## src/sv/rpsg_pkg.sv

```systemverilog
package rpsg_pkg;

   // Pixel coordinate and center fraction widths.
   localparam int COORD_BITS = 12;
   localparam int FRAC_BITS  = 8;

   // Field widths fixed by the stream format.
   localparam int CORNER_W = 13;
   localparam int CENTER_W = 22;
   localparam int WT_W     = 16;
   localparam int LIMIT_W  = 59;

   // Corner saturation point, one past the last pixel.
   localparam logic [CORNER_W-1:0] CORNER_TOP = CORNER_W'(1 << COORD_BITS);

   // Signed distance (x + 0.5 - c) in Q.FRAC_BITS and its magnitude.
   localparam int POS_W = COORD_BITS + FRAC_BITS;
   localparam int D_W   = ((POS_W > CENTER_W - 1) ? POS_W : CENTER_W - 1) + 2;
   localparam int MAG_W = D_W - 1;

   // Shared multiplier and weighted-sum accumulator.
   localparam int PROD_W = 2 * MAG_W;
   localparam int ACC_W  = 2 * MAG_W + WT_W + 1;

   // Stream word layouts.
   localparam int REQ_DATA_BITS = 1 + 4 * CORNER_W + 2 * CENTER_W + 2 * WT_W + LIMIT_W;
   localparam int REQ_DATA_W    = ((REQ_DATA_BITS + 7) / 8) * 8;
   localparam int RSP_DATA_W    = ((2 * COORD_BITS + 7) / 8) * 8;

   // Request kinds carried in req_tuser.
   localparam logic REQ_START = 1'b0;
   localparam logic REQ_NEXT  = 1'b1;

   // Region modes.
   localparam logic MODE_BOX     = 1'b0;
   localparam logic MODE_QUADRIC = 1'b1;

   // Saturate a raw corner to one past the last pixel.
   function automatic logic [CORNER_W-1:0] clamp_corner(input logic [CORNER_W-1:0] v);
      return (v > CORNER_TOP) ? CORNER_TOP : v;
   endfunction

endpackage

```

## src/sv/region_pixel_scan_generator.sv

```systemverilog
// Region pixel scan generator.
//
// Each request beat on req_ (tuser = kind) yields exactly one response beat on
// rsp_. A start beat latches a box, a mode and the quadric operands, and answers
// with the first selected pixel; a next beat answers with the following pixel
// in raster order (x fastest, upper corners exclusive). When no pixel remains
// the response carries pixel 0,0 with the done flag in rsp_tuser.
//
// Sequence: an accepted request moves the sequencer from idle to a raster step
// (next beats only), then for a quadric region through a candidate test (a
// distance step, seven shared multiply/accumulate phases, one compare) and back
// to the step until a pixel is selected or the scan runs off the end, and then
// to the output state, which loads the response register. A start beat skips
// the step for its first candidate. The single 22x22 multiplier is used three
// times per axis. One request is in work at a time; req_tready is high only
// while the sequencer is idle.
//
// The response sits in an output register: a new request is accepted while a
// finished response waits, and a stalled rsp_tready holds the sequencer in its
// output state once the next result is ready. Synchronous reset clears the
// sequencer and the output valid and leaves the block finished (no region).
module region_pixel_scan_generator
   import rpsg_pkg::*;
(
   input  logic                  clock,
   input  logic                  reset,

   input  logic                  req_tvalid,
   output logic                  req_tready,
   // [0] shape_mode, [13:1] x_lo, [26:14] y_lo, [39:27] x_hi, [52:40] y_hi,
   // [74:53] center_x, [96:75] center_y, [112:97] weight_x,
   // [128:113] weight_y, [187:129] limit, rest zero
   input  logic [REQ_DATA_W-1:0] req_tdata,
   // [0] req_type
   input  logic                  req_tuser,

   output logic                  rsp_tvalid,
   input  logic                  rsp_tready,
   // [11:0] pixel_x, [23:12] pixel_y
   output logic [RSP_DATA_W-1:0] rsp_tdata,
   // [0] done_res
   output logic                  rsp_tuser
);

   // Sequencer states.
   localparam logic [2:0] ST_IDLE = 3'd0;
   localparam logic [2:0] ST_STEP = 3'd1;
   localparam logic [2:0] ST_DIFF = 3'd2;
   localparam logic [2:0] ST_MUL  = 3'd3;
   localparam logic [2:0] ST_CMP  = 3'd4;
   localparam logic [2:0] ST_OUT  = 3'd5;

   // Multiply/accumulate phases within ST_MUL.
   localparam logic [2:0] PH_SQ_X  = 3'd0;
   localparam logic [2:0] PH_LO_X  = 3'd1;
   localparam logic [2:0] PH_HI_X  = 3'd2;
   localparam logic [2:0] PH_SQ_Y  = 3'd3;
   localparam logic [2:0] PH_LO_Y  = 3'd4;
   localparam logic [2:0] PH_HI_Y  = 3'd5;
   localparam logic [2:0] PH_LAST  = 3'd6;

   localparam int OFS_XLO = 1;
   localparam int OFS_YLO = OFS_XLO + CORNER_W;
   localparam int OFS_XHI = OFS_YLO + CORNER_W;
   localparam int OFS_YHI = OFS_XHI + CORNER_W;
   localparam int OFS_CX  = OFS_YHI + CORNER_W;
   localparam int OFS_CY  = OFS_CX + CENTER_W;
   localparam int OFS_WX  = OFS_CY + CENTER_W;
   localparam int OFS_WY  = OFS_WX + WT_W;
   localparam int OFS_LIM = OFS_WY + WT_W;

   // Half a pixel in Q.FRAC_BITS.
   localparam logic [D_W-1:0] HALF_PIX = D_W'(1 << (FRAC_BITS - 1));

   logic [2:0]            state_ff, state_in;
   logic [2:0]            phase_ff, phase_in;

   logic [COORD_BITS-1:0] scan_x_ff, scan_x_in;
   logic [COORD_BITS-1:0] scan_y_ff, scan_y_in;
   logic                  finished_ff, finished_in;
   logic                  mode_ff, mode_in;
   logic [COORD_BITS-1:0] box_lo_x_ff, box_lo_x_in;
   logic [COORD_BITS-1:0] box_lo_y_ff, box_lo_y_in;
   logic [CORNER_W-1:0]   box_hi_x_ff, box_hi_x_in;
   logic [CORNER_W-1:0]   box_hi_y_ff, box_hi_y_in;
   logic [CENTER_W-1:0]   ctr_x_ff, ctr_x_in;
   logic [CENTER_W-1:0]   ctr_y_ff, ctr_y_in;
   logic [WT_W-1:0]       wt_x_ff, wt_x_in;
   logic [WT_W-1:0]       wt_y_ff, wt_y_in;
   logic [LIMIT_W-1:0]    thresh_ff, thresh_in;

   logic [MAG_W-1:0]      mag_x_ff, mag_x_in;
   logic [MAG_W-1:0]      mag_y_ff, mag_y_in;
   logic [PROD_W-1:0]     prod_ff, prod_in;
   logic [MAG_W-1:0]      hi_ff, hi_in;
   logic [ACC_W-1:0]      acc_ff, acc_in;

   logic                  rsp_valid_ff, rsp_valid_in;
   logic [COORD_BITS-1:0] rsp_x_ff, rsp_x_in;
   logic [COORD_BITS-1:0] rsp_y_ff, rsp_y_in;
   logic                  rsp_done_ff, rsp_done_in;

   // Request fields.
   logic                  f_mode;
   logic [CORNER_W-1:0]   f_ax, f_ay, f_bx, f_by;
   logic                  req_fire;
   logic                  out_free;

   // Shared multiplier.
   logic [MAG_W-1:0]      mul_a, mul_b;

   // Raster step and distance helpers.
   logic [CORNER_W-1:0]   next_x, next_y;
   logic signed [D_W-1:0] d_x, d_y;

   assign f_mode = req_tdata[0];
   assign f_ax   = clamp_corner(req_tdata[OFS_XLO +: CORNER_W]);
   assign f_ay   = clamp_corner(req_tdata[OFS_YLO +: CORNER_W]);
   assign f_bx   = clamp_corner(req_tdata[OFS_XHI +: CORNER_W]);
   assign f_by   = clamp_corner(req_tdata[OFS_YHI +: CORNER_W]);

   assign req_tready = (state_ff == ST_IDLE);
   assign req_fire   = req_tvalid && req_tready;
   assign out_free   = !rsp_valid_ff || rsp_tready;

   assign next_x = CORNER_W'(scan_x_ff) + CORNER_W'(1);
   assign next_y = CORNER_W'(scan_y_ff) + CORNER_W'(1);

   // Distance from pixel center to region center, Q.FRAC_BITS.
   assign d_x = signed'(D_W'({scan_x_ff, {FRAC_BITS{1'b0}}}) + HALF_PIX)
              - D_W'(signed'(ctr_x_ff));
   assign d_y = signed'(D_W'({scan_y_ff, {FRAC_BITS{1'b0}}}) + HALF_PIX)
              - D_W'(signed'(ctr_y_ff));

   always_comb begin
      mul_a = '0;
      mul_b = '0;
      case (phase_ff)
         PH_SQ_X: begin
            mul_a = mag_x_ff;
            mul_b = mag_x_ff;
         end
         PH_LO_X: begin
            mul_a = prod_ff[MAG_W-1:0];
            mul_b = MAG_W'(wt_x_ff);
         end
         PH_HI_X: begin
            mul_a = hi_ff;
            mul_b = MAG_W'(wt_x_ff);
         end
         PH_SQ_Y: begin
            mul_a = mag_y_ff;
            mul_b = mag_y_ff;
         end
         PH_LO_Y: begin
            mul_a = prod_ff[MAG_W-1:0];
            mul_b = MAG_W'(wt_y_ff);
         end
         PH_HI_Y: begin
            mul_a = hi_ff;
            mul_b = MAG_W'(wt_y_ff);
         end
         default: begin
            mul_a = '0;
            mul_b = '0;
         end
      endcase
   end

   always_comb begin
      state_in    = state_ff;
      phase_in    = phase_ff;
      scan_x_in   = scan_x_ff;
      scan_y_in   = scan_y_ff;
      finished_in = finished_ff;
      mode_in     = mode_ff;
      box_lo_x_in = box_lo_x_ff;
      box_lo_y_in = box_lo_y_ff;
      box_hi_x_in = box_hi_x_ff;
      box_hi_y_in = box_hi_y_ff;
      ctr_x_in    = ctr_x_ff;
      ctr_y_in    = ctr_y_ff;
      wt_x_in     = wt_x_ff;
      wt_y_in     = wt_y_ff;
      thresh_in   = thresh_ff;
      mag_x_in    = mag_x_ff;
      mag_y_in    = mag_y_ff;
      prod_in     = prod_ff;
      hi_in       = hi_ff;
      acc_in      = acc_ff;

      rsp_valid_in = rsp_valid_ff && !rsp_tready;
      rsp_x_in     = rsp_x_ff;
      rsp_y_in     = rsp_y_ff;
      rsp_done_in  = rsp_done_ff;

      case (state_ff)
         ST_IDLE: begin
            if (req_fire) begin
               if (req_tuser == REQ_START) begin
                  // Latch operands, sort corners per axis, park at the low corner.
                  mode_in     = f_mode;
                  ctr_x_in    = req_tdata[OFS_CX +: CENTER_W];
                  ctr_y_in    = req_tdata[OFS_CY +: CENTER_W];
                  wt_x_in     = req_tdata[OFS_WX +: WT_W];
                  wt_y_in     = req_tdata[OFS_WY +: WT_W];
                  thresh_in   = req_tdata[OFS_LIM +: LIMIT_W];
                  box_lo_x_in = COORD_BITS'((f_ax < f_bx) ? f_ax : f_bx);
                  box_hi_x_in = (f_ax < f_bx) ? f_bx : f_ax;
                  box_lo_y_in = COORD_BITS'((f_ay < f_by) ? f_ay : f_by);
                  box_hi_y_in = (f_ay < f_by) ? f_by : f_ay;
                  scan_x_in   = COORD_BITS'((f_ax < f_bx) ? f_ax : f_bx);
                  scan_y_in   = COORD_BITS'((f_ay < f_by) ? f_ay : f_by);
                  if (f_ax == f_bx || f_ay == f_by) begin
                     finished_in = 1'b1;
                     state_in    = ST_OUT;
                  end else begin
                     finished_in = 1'b0;
                     state_in    = (f_mode == MODE_QUADRIC) ? ST_DIFF : ST_OUT;
                  end
               end else begin
                  state_in = finished_ff ? ST_OUT : ST_STEP;
               end
            end
         end

         ST_STEP: begin
            // Advance one pixel in raster order; wrap to done past the last row.
            if (next_x < box_hi_x_ff) begin
               scan_x_in = next_x[COORD_BITS-1:0];
               state_in  = (mode_ff == MODE_QUADRIC) ? ST_DIFF : ST_OUT;
            end else begin
               scan_x_in = box_lo_x_ff;
               if (next_y < box_hi_y_ff) begin
                  scan_y_in = next_y[COORD_BITS-1:0];
                  state_in  = (mode_ff == MODE_QUADRIC) ? ST_DIFF : ST_OUT;
               end else begin
                  scan_y_in   = box_lo_y_ff;
                  finished_in = 1'b1;
                  state_in    = ST_OUT;
               end
            end
         end

         ST_DIFF: begin
            mag_x_in = MAG_W'(d_x[D_W-1] ? -d_x : d_x);
            mag_y_in = MAG_W'(d_y[D_W-1] ? -d_y : d_y);
            acc_in   = '0;
            phase_in = PH_SQ_X;
            state_in = ST_MUL;
         end

         ST_MUL: begin
            // Square each magnitude, then weight it in two halves.
            prod_in = mul_a * mul_b;
            case (phase_ff)
               PH_LO_X, PH_LO_Y: begin
                  hi_in = prod_ff[PROD_W-1:MAG_W];
               end
               PH_HI_X, PH_HI_Y: begin
                  acc_in = acc_ff + ACC_W'(prod_ff);
               end
               PH_SQ_Y, PH_LAST: begin
                  acc_in = acc_ff + (ACC_W'(prod_ff) << MAG_W);
               end
               default: begin
                  acc_in = acc_ff;
               end
            endcase
            if (phase_ff == PH_LAST) begin
               phase_in = PH_SQ_X;
               state_in = ST_CMP;
            end else begin
               phase_in = phase_ff + 3'd1;
            end
         end

         ST_CMP: begin
            state_in = (acc_ff <= ACC_W'(thresh_ff)) ? ST_OUT : ST_STEP;
         end

         ST_OUT: begin
            if (out_free) begin
               rsp_valid_in = 1'b1;
               rsp_done_in  = finished_ff;
               rsp_x_in     = finished_ff ? '0 : scan_x_ff;
               rsp_y_in     = finished_ff ? '0 : scan_y_ff;
               state_in     = ST_IDLE;
            end
         end

         default: begin
            state_in = ST_IDLE;
         end
      endcase
   end

   always_ff @(posedge clock) begin
      if (reset) begin
         state_ff     <= ST_IDLE;
         phase_ff     <= PH_SQ_X;
         finished_ff  <= 1'b1;
         mode_ff      <= MODE_BOX;
         scan_x_ff    <= '0;
         scan_y_ff    <= '0;
         box_lo_x_ff  <= '0;
         box_lo_y_ff  <= '0;
         box_hi_x_ff  <= '0;
         box_hi_y_ff  <= '0;
         rsp_valid_ff <= 1'b0;
      end else begin
         state_ff     <= state_in;
         phase_ff     <= phase_in;
         finished_ff  <= finished_in;
         mode_ff      <= mode_in;
         scan_x_ff    <= scan_x_in;
         scan_y_ff    <= scan_y_in;
         box_lo_x_ff  <= box_lo_x_in;
         box_lo_y_ff  <= box_lo_y_in;
         box_hi_x_ff  <= box_hi_x_in;
         box_hi_y_ff  <= box_hi_y_in;
         rsp_valid_ff <= rsp_valid_in;
      end
   end

   always_ff @(posedge clock) begin
      ctr_x_ff    <= ctr_x_in;
      ctr_y_ff    <= ctr_y_in;
      wt_x_ff     <= wt_x_in;
      wt_y_ff     <= wt_y_in;
      thresh_ff   <= thresh_in;
      mag_x_ff    <= mag_x_in;
      mag_y_ff    <= mag_y_in;
      prod_ff     <= prod_in;
      hi_ff       <= hi_in;
      acc_ff      <= acc_in;
      rsp_x_ff    <= rsp_x_in;
      rsp_y_ff    <= rsp_y_in;
      rsp_done_ff <= rsp_done_in;
   end

   assign rsp_tvalid = rsp_valid_ff;
   assign rsp_tdata  = RSP_DATA_W'({rsp_y_ff, rsp_x_ff});
   assign rsp_tuser  = rsp_done_ff;

   // A done response always carries pixel 0,0.
   a_done_zero: assert property (@(posedge clock) disable iff (reset)
      (rsp_valid_ff && rsp_done_ff) |-> (rsp_x_ff == '0 && rsp_y_ff == '0))
      else $error("done response with nonzero pixel");

   // An accepted request always leaves idle.
   a_req_busy: assert property (@(posedge clock) disable iff (reset)
      req_fire |=> (state_ff != ST_IDLE))
      else $error("sequencer stayed idle after a request");

   // While a region is open the scan position stays inside the box.
   a_scan_in_box: assert property (@(posedge clock) disable iff (reset)
      (!finished_ff && state_ff == ST_IDLE) |->
         (CORNER_W'(scan_x_ff) < box_hi_x_ff && scan_x_ff >= box_lo_x_ff &&
          CORNER_W'(scan_y_ff) < box_hi_y_ff && scan_y_ff >= box_lo_y_ff))
      else $error("scan position outside the open box");

   // The phase counter only runs inside the multiply state.
   a_phase_idle: assert property (@(posedge clock) disable iff (reset)
      (state_ff != ST_MUL) |-> (phase_ff == PH_SQ_X))
      else $error("phase counter moved outside multiply state");

   // A box-mode region never enters the quadric datapath.
   a_box_no_mul: assert property (@(posedge clock) disable iff (reset)
      (state_ff == ST_STEP && mode_ff == MODE_BOX) |=> (state_ff != ST_DIFF))
      else $error("box mode entered distance computation");

endmodule

```

## config.mk

```make
export PLATFORM = sky130hd
export DESIGN_NAME = region_pixel_scan_generator
export DESIGN_NICKNAME = d
export VERILOG_FILES = /design/src/sv/rpsg_pkg.sv /design/src/sv/region_pixel_scan_generator.sv
export SDC_FILE = /design/constraint.sdc
export NUM_CORES = 2
export LEC_CHECK = 0
export ABC_CLOCK_PERIOD_IN_PS = 12950
export CORE_MARGIN = 3
export CORE_UTILIZATION = 65
export CTS_CLUSTER_SIZE = 12
export DETAILED_ROUTE_END_ITERATION = 12
export DONT_BUFFER_PORTS = 1
export PLACE_DENSITY = 0.91
export REMOVE_ABC_BUFFERS = 1
export SKIP_LAST_GASP = 1
export SYNTH_ARGS = -nofsm -noshare
export SYNTH_HDL_FRONTEND = slang
export SYNTH_SLANG_ARGS = --single-unit
```

## constraint.sdc

```tcl
create_clock -name clock -period 12.95 [get_ports clock]
set_input_delay 1.295 -clock clock [delete_from_list [all_inputs] [get_ports clock]]
set_output_delay 1.295 -clock clock [all_outputs]
set_load 0.02 [all_outputs]
```

==> impl_metrics.env <==
export IMPL_outcome="finished clean"
export IMPL_slew_headroom_pct=18.4
export IMPL_dp_hpwl_um=99500
export IMPL_grt_first_pass_wirelength_um=199000
export IMPL_flow_area_growth_from_synthesis_pct=5.83
export IMPL_gr_total_overflow=0
export IMPL_dieArea_um2=67900
export IMPL_num_rows=92
export IMPL_worstPathRequired_ns=13.31
export IMPL_number_of_buffer_cells_added_on_primary_ports=0
export IMPL_worstMarginPinSlew_ns=1.22
export IMPL_place_gp_congestion=1.07
export IMPL_boundaryPins=224
export IMPL_netlist_area_um2=42100
export IMPL_hold_class="flop to flop"
export IMPL_highest_achievable_clock_rate_ghz=0.0938
export IMPL_initial_utilization_pct=66.3
export IMPL_fin_ws_ns=2.29
export IMPL_setup_worst_path_end_class="flop"
export IMPL_insertion_delay_ns=0.62
export IMPL_finalSetupTns_ns=0
export IMPL_postSynthAreaPerCell_um2=9.24
export IMPL_grt_antenna_before_repair=21
export IMPL_fin_skew_ns=0.0398
export IMPL_tritoncts_num_buffers=47
export IMPL_layout_drive_gt1_share_pct=4.10
export IMPL_final_max_slew_viol_count=0
export IMPL_pre_cts_ws_ns=2.63
export IMPL_worst_setup_path_start_kind="flop"
export IMPL_synthDistinctLibCells=82
export IMPL_clkSlewWorstSetupHoldPaths_ns=0.06
export IMPL_fin_crit_ns=10.66
export IMPL_route_detailed_drc=0
export IMPL_synth_edf_count=331
export IMPL_clk_path_buf_depth=3
export IMPL_drt_initial_drc_count=3696
export IMPL_final_net_count=5449
export IMPL_synth_warnings=0
export IMPL_num_vias=34700
export IMPL_cts_resized_gates=0
export IMPL_ys_flop_type="edfxtp_1"
export IMPL_report_final_hold_viol_count=0
export IMPL_cts_root_buf="clkbuf_16"
export IMPL_cts_tree="yes"
export IMPL_unrepaired_setup_endpoints_after_global_routing="no"
export IMPL_cap_viol_max_count=0
export IMPL_globalRouteTotalUtil_pct=38.4
export IMPL_layout_cells_most_common_list="688 x inv_1, 500 x nand2_1, 414 x nor2_1"
export IMPL_period_share_pct=82.3
export IMPL_yosysSeqAreaShare_pct=27.6
export IMPL_finalNonFillerCells=5373
export IMPL_route_antenna_remaining_nets=0
export IMPL_placeableCoreArea_um2=63500
export IMPL_critical_path_max_stage_delay_ns=0.91
export IMPL_first_pass_iters=9
export IMPL_vias_per_cell=6.46
export IMPL_numClockSinks=414
export IMPL_wirelength_um=129000
export IMPL_grt_max_degree=157
export IMPL_crit_arrival_ns=11.02
export IMPL_post_cts_repair_setup_buffers=0
export IMPL_slowest_cell_on_crit_path="and2_0"
export IMPL_layout_cells_most_common="inv_1"
export IMPL_detail_route_wl_per_cell_um=24.1
export IMPL_place_detailed_instances=5271
export IMPL_asyncSetResetFlopFracSynth_pct=0
export IMPL_y_dimension_of_the_die_um=261
export IMPL_ctsHtreeMaxLevel=2
export IMPL_synth_seq_cells=414
export IMPL_vias_in_the_first_global_route=35300
export IMPL_syn_inst=4556
export IMPL_path_max_fanout=22
export IMPL_worst_setup_path_type="flop to flop"
export IMPL_cts_hold_fix_buffers=0
export IMPL_setup_violations=0
export IMPL_die_x_um=261
## critical path, delay by kind of cell (launching register included)
kind,cells,cell delay (ns)
fa+ha+maj,9,4.65
xor+xnor,1,0.13
simple gates,5,1.73
buf+inv,7,0.38
compound gates,9,2.88
flops,1,0.60
## final timing paths
kind                               startpoint                           to  slack (ns)  cells after the start
hold / removal    box_lo_x_ff[6]$_SDFFE_PP0P_  box_lo_x_ff[6]$_SDFFE_PP0P_        0.46                      1
hold reg to reg   box_lo_x_ff[6]$_SDFFE_PP0P_  box_lo_x_ff[6]$_SDFFE_PP0P_        0.46                      1
setup reg to reg     phase_ff[1]$_SDFFE_PP0P_        prod_ff[43]$_DFFE_PP_        2.29                     31
setup / recovery     phase_ff[1]$_SDFFE_PP0P_        prod_ff[43]$_DFFE_PP_        2.29                     31
## sequential cells by signal (all words and copies together), names as in the netlist, 16 cells and up
name	cells
wt_y_ff	16
hi_ff	22
wt_x_ff	16
mag_y_ff	22
ctr_y_ff	22
thresh_ff	59
ctr_x_ff	22
mag_x_ff	22
acc_ff	61
prod_ff	44
## cells by family (layout without fill, tap and decap cells)
logic type / after synthesis / in the layout / synth area share [%]
AOI/OAI and AO/OA: 879 / 879 / 14.1
xor gates and xnor gates: 217 / 217 / 4.51
adders and majority gates: 778 / 778 / 30.2
buffers and inverters: 875 / 832 / 7.85
DFF: 414 / 414 / 27.6
muxes: 68 / 68 / 1.65
other: 0 / 14 / 0
and+or+nand+nor: 1325 / 1325 / 14.1
## layout make-up
type                            count  area (µm²)
Timing Repair Buffer               52         390
Clock buffer                       65        1320
Clock inverter                     23         234
Fill cell                        4669       19000
Tap cell                          846        1060
Multi-Input combinational cell   3267       27300
Sequential cell                   414       11600
Antenna cell                       14        35.0
Inverter                          692        2610
## stage by stage
step | hold slack [ns] | cell area [µm²] | utilization (%)
floorplan | 0.433 | 41400 | -
global placement | 0.443 | 43000 | 67.6
detailed placement | 0.454 | 43000 | 67.6
CTS | 0.469 | 44500 | 70.1
global route | 0.475 | 44500 | 70.1
finish | 0.464 | 44600 | 70.1
## cell usage after synthesis, types with 68 or more instances
master / instances / area [µm²]
a21o_1: 113 / 848
a21oi_1: 221 / 1110
clkbuf_1: 151 / 567
dfxtp_1: 83 / 1660
edfxtp_1: 331 / 9940
fa_1: 399 / 7990
ha_1: 379 / 4740
inv_1: 689 / 2590
nand2_1: 500 / 1880
nand3_1: 68 / 340
nor2_1: 415 / 1560
nor2b_1: 85 / 532
o21ai_0: 127 / 636
xnor2_1: 136 / 1190
xor2_1: 81 / 709
## layer usage
| layer | GRT usage [%] | wire length (µm) | up-vias |
|---|---|---|---|
| li1 | - | - | 15300 |
| met1 | 46.6 | 45800 | 16600 |
| met2 | 61.3 | 58000 | 2171 |
| met3 | 9.30 | 14900 | 615 |
| met4 | 25.1 | 10600 | 16 |
| met5 | 0 | 107 | - |
Power is not shown: default switching activity piles up to over one toggle a cycle in this logic, so the estimate is an artifact.
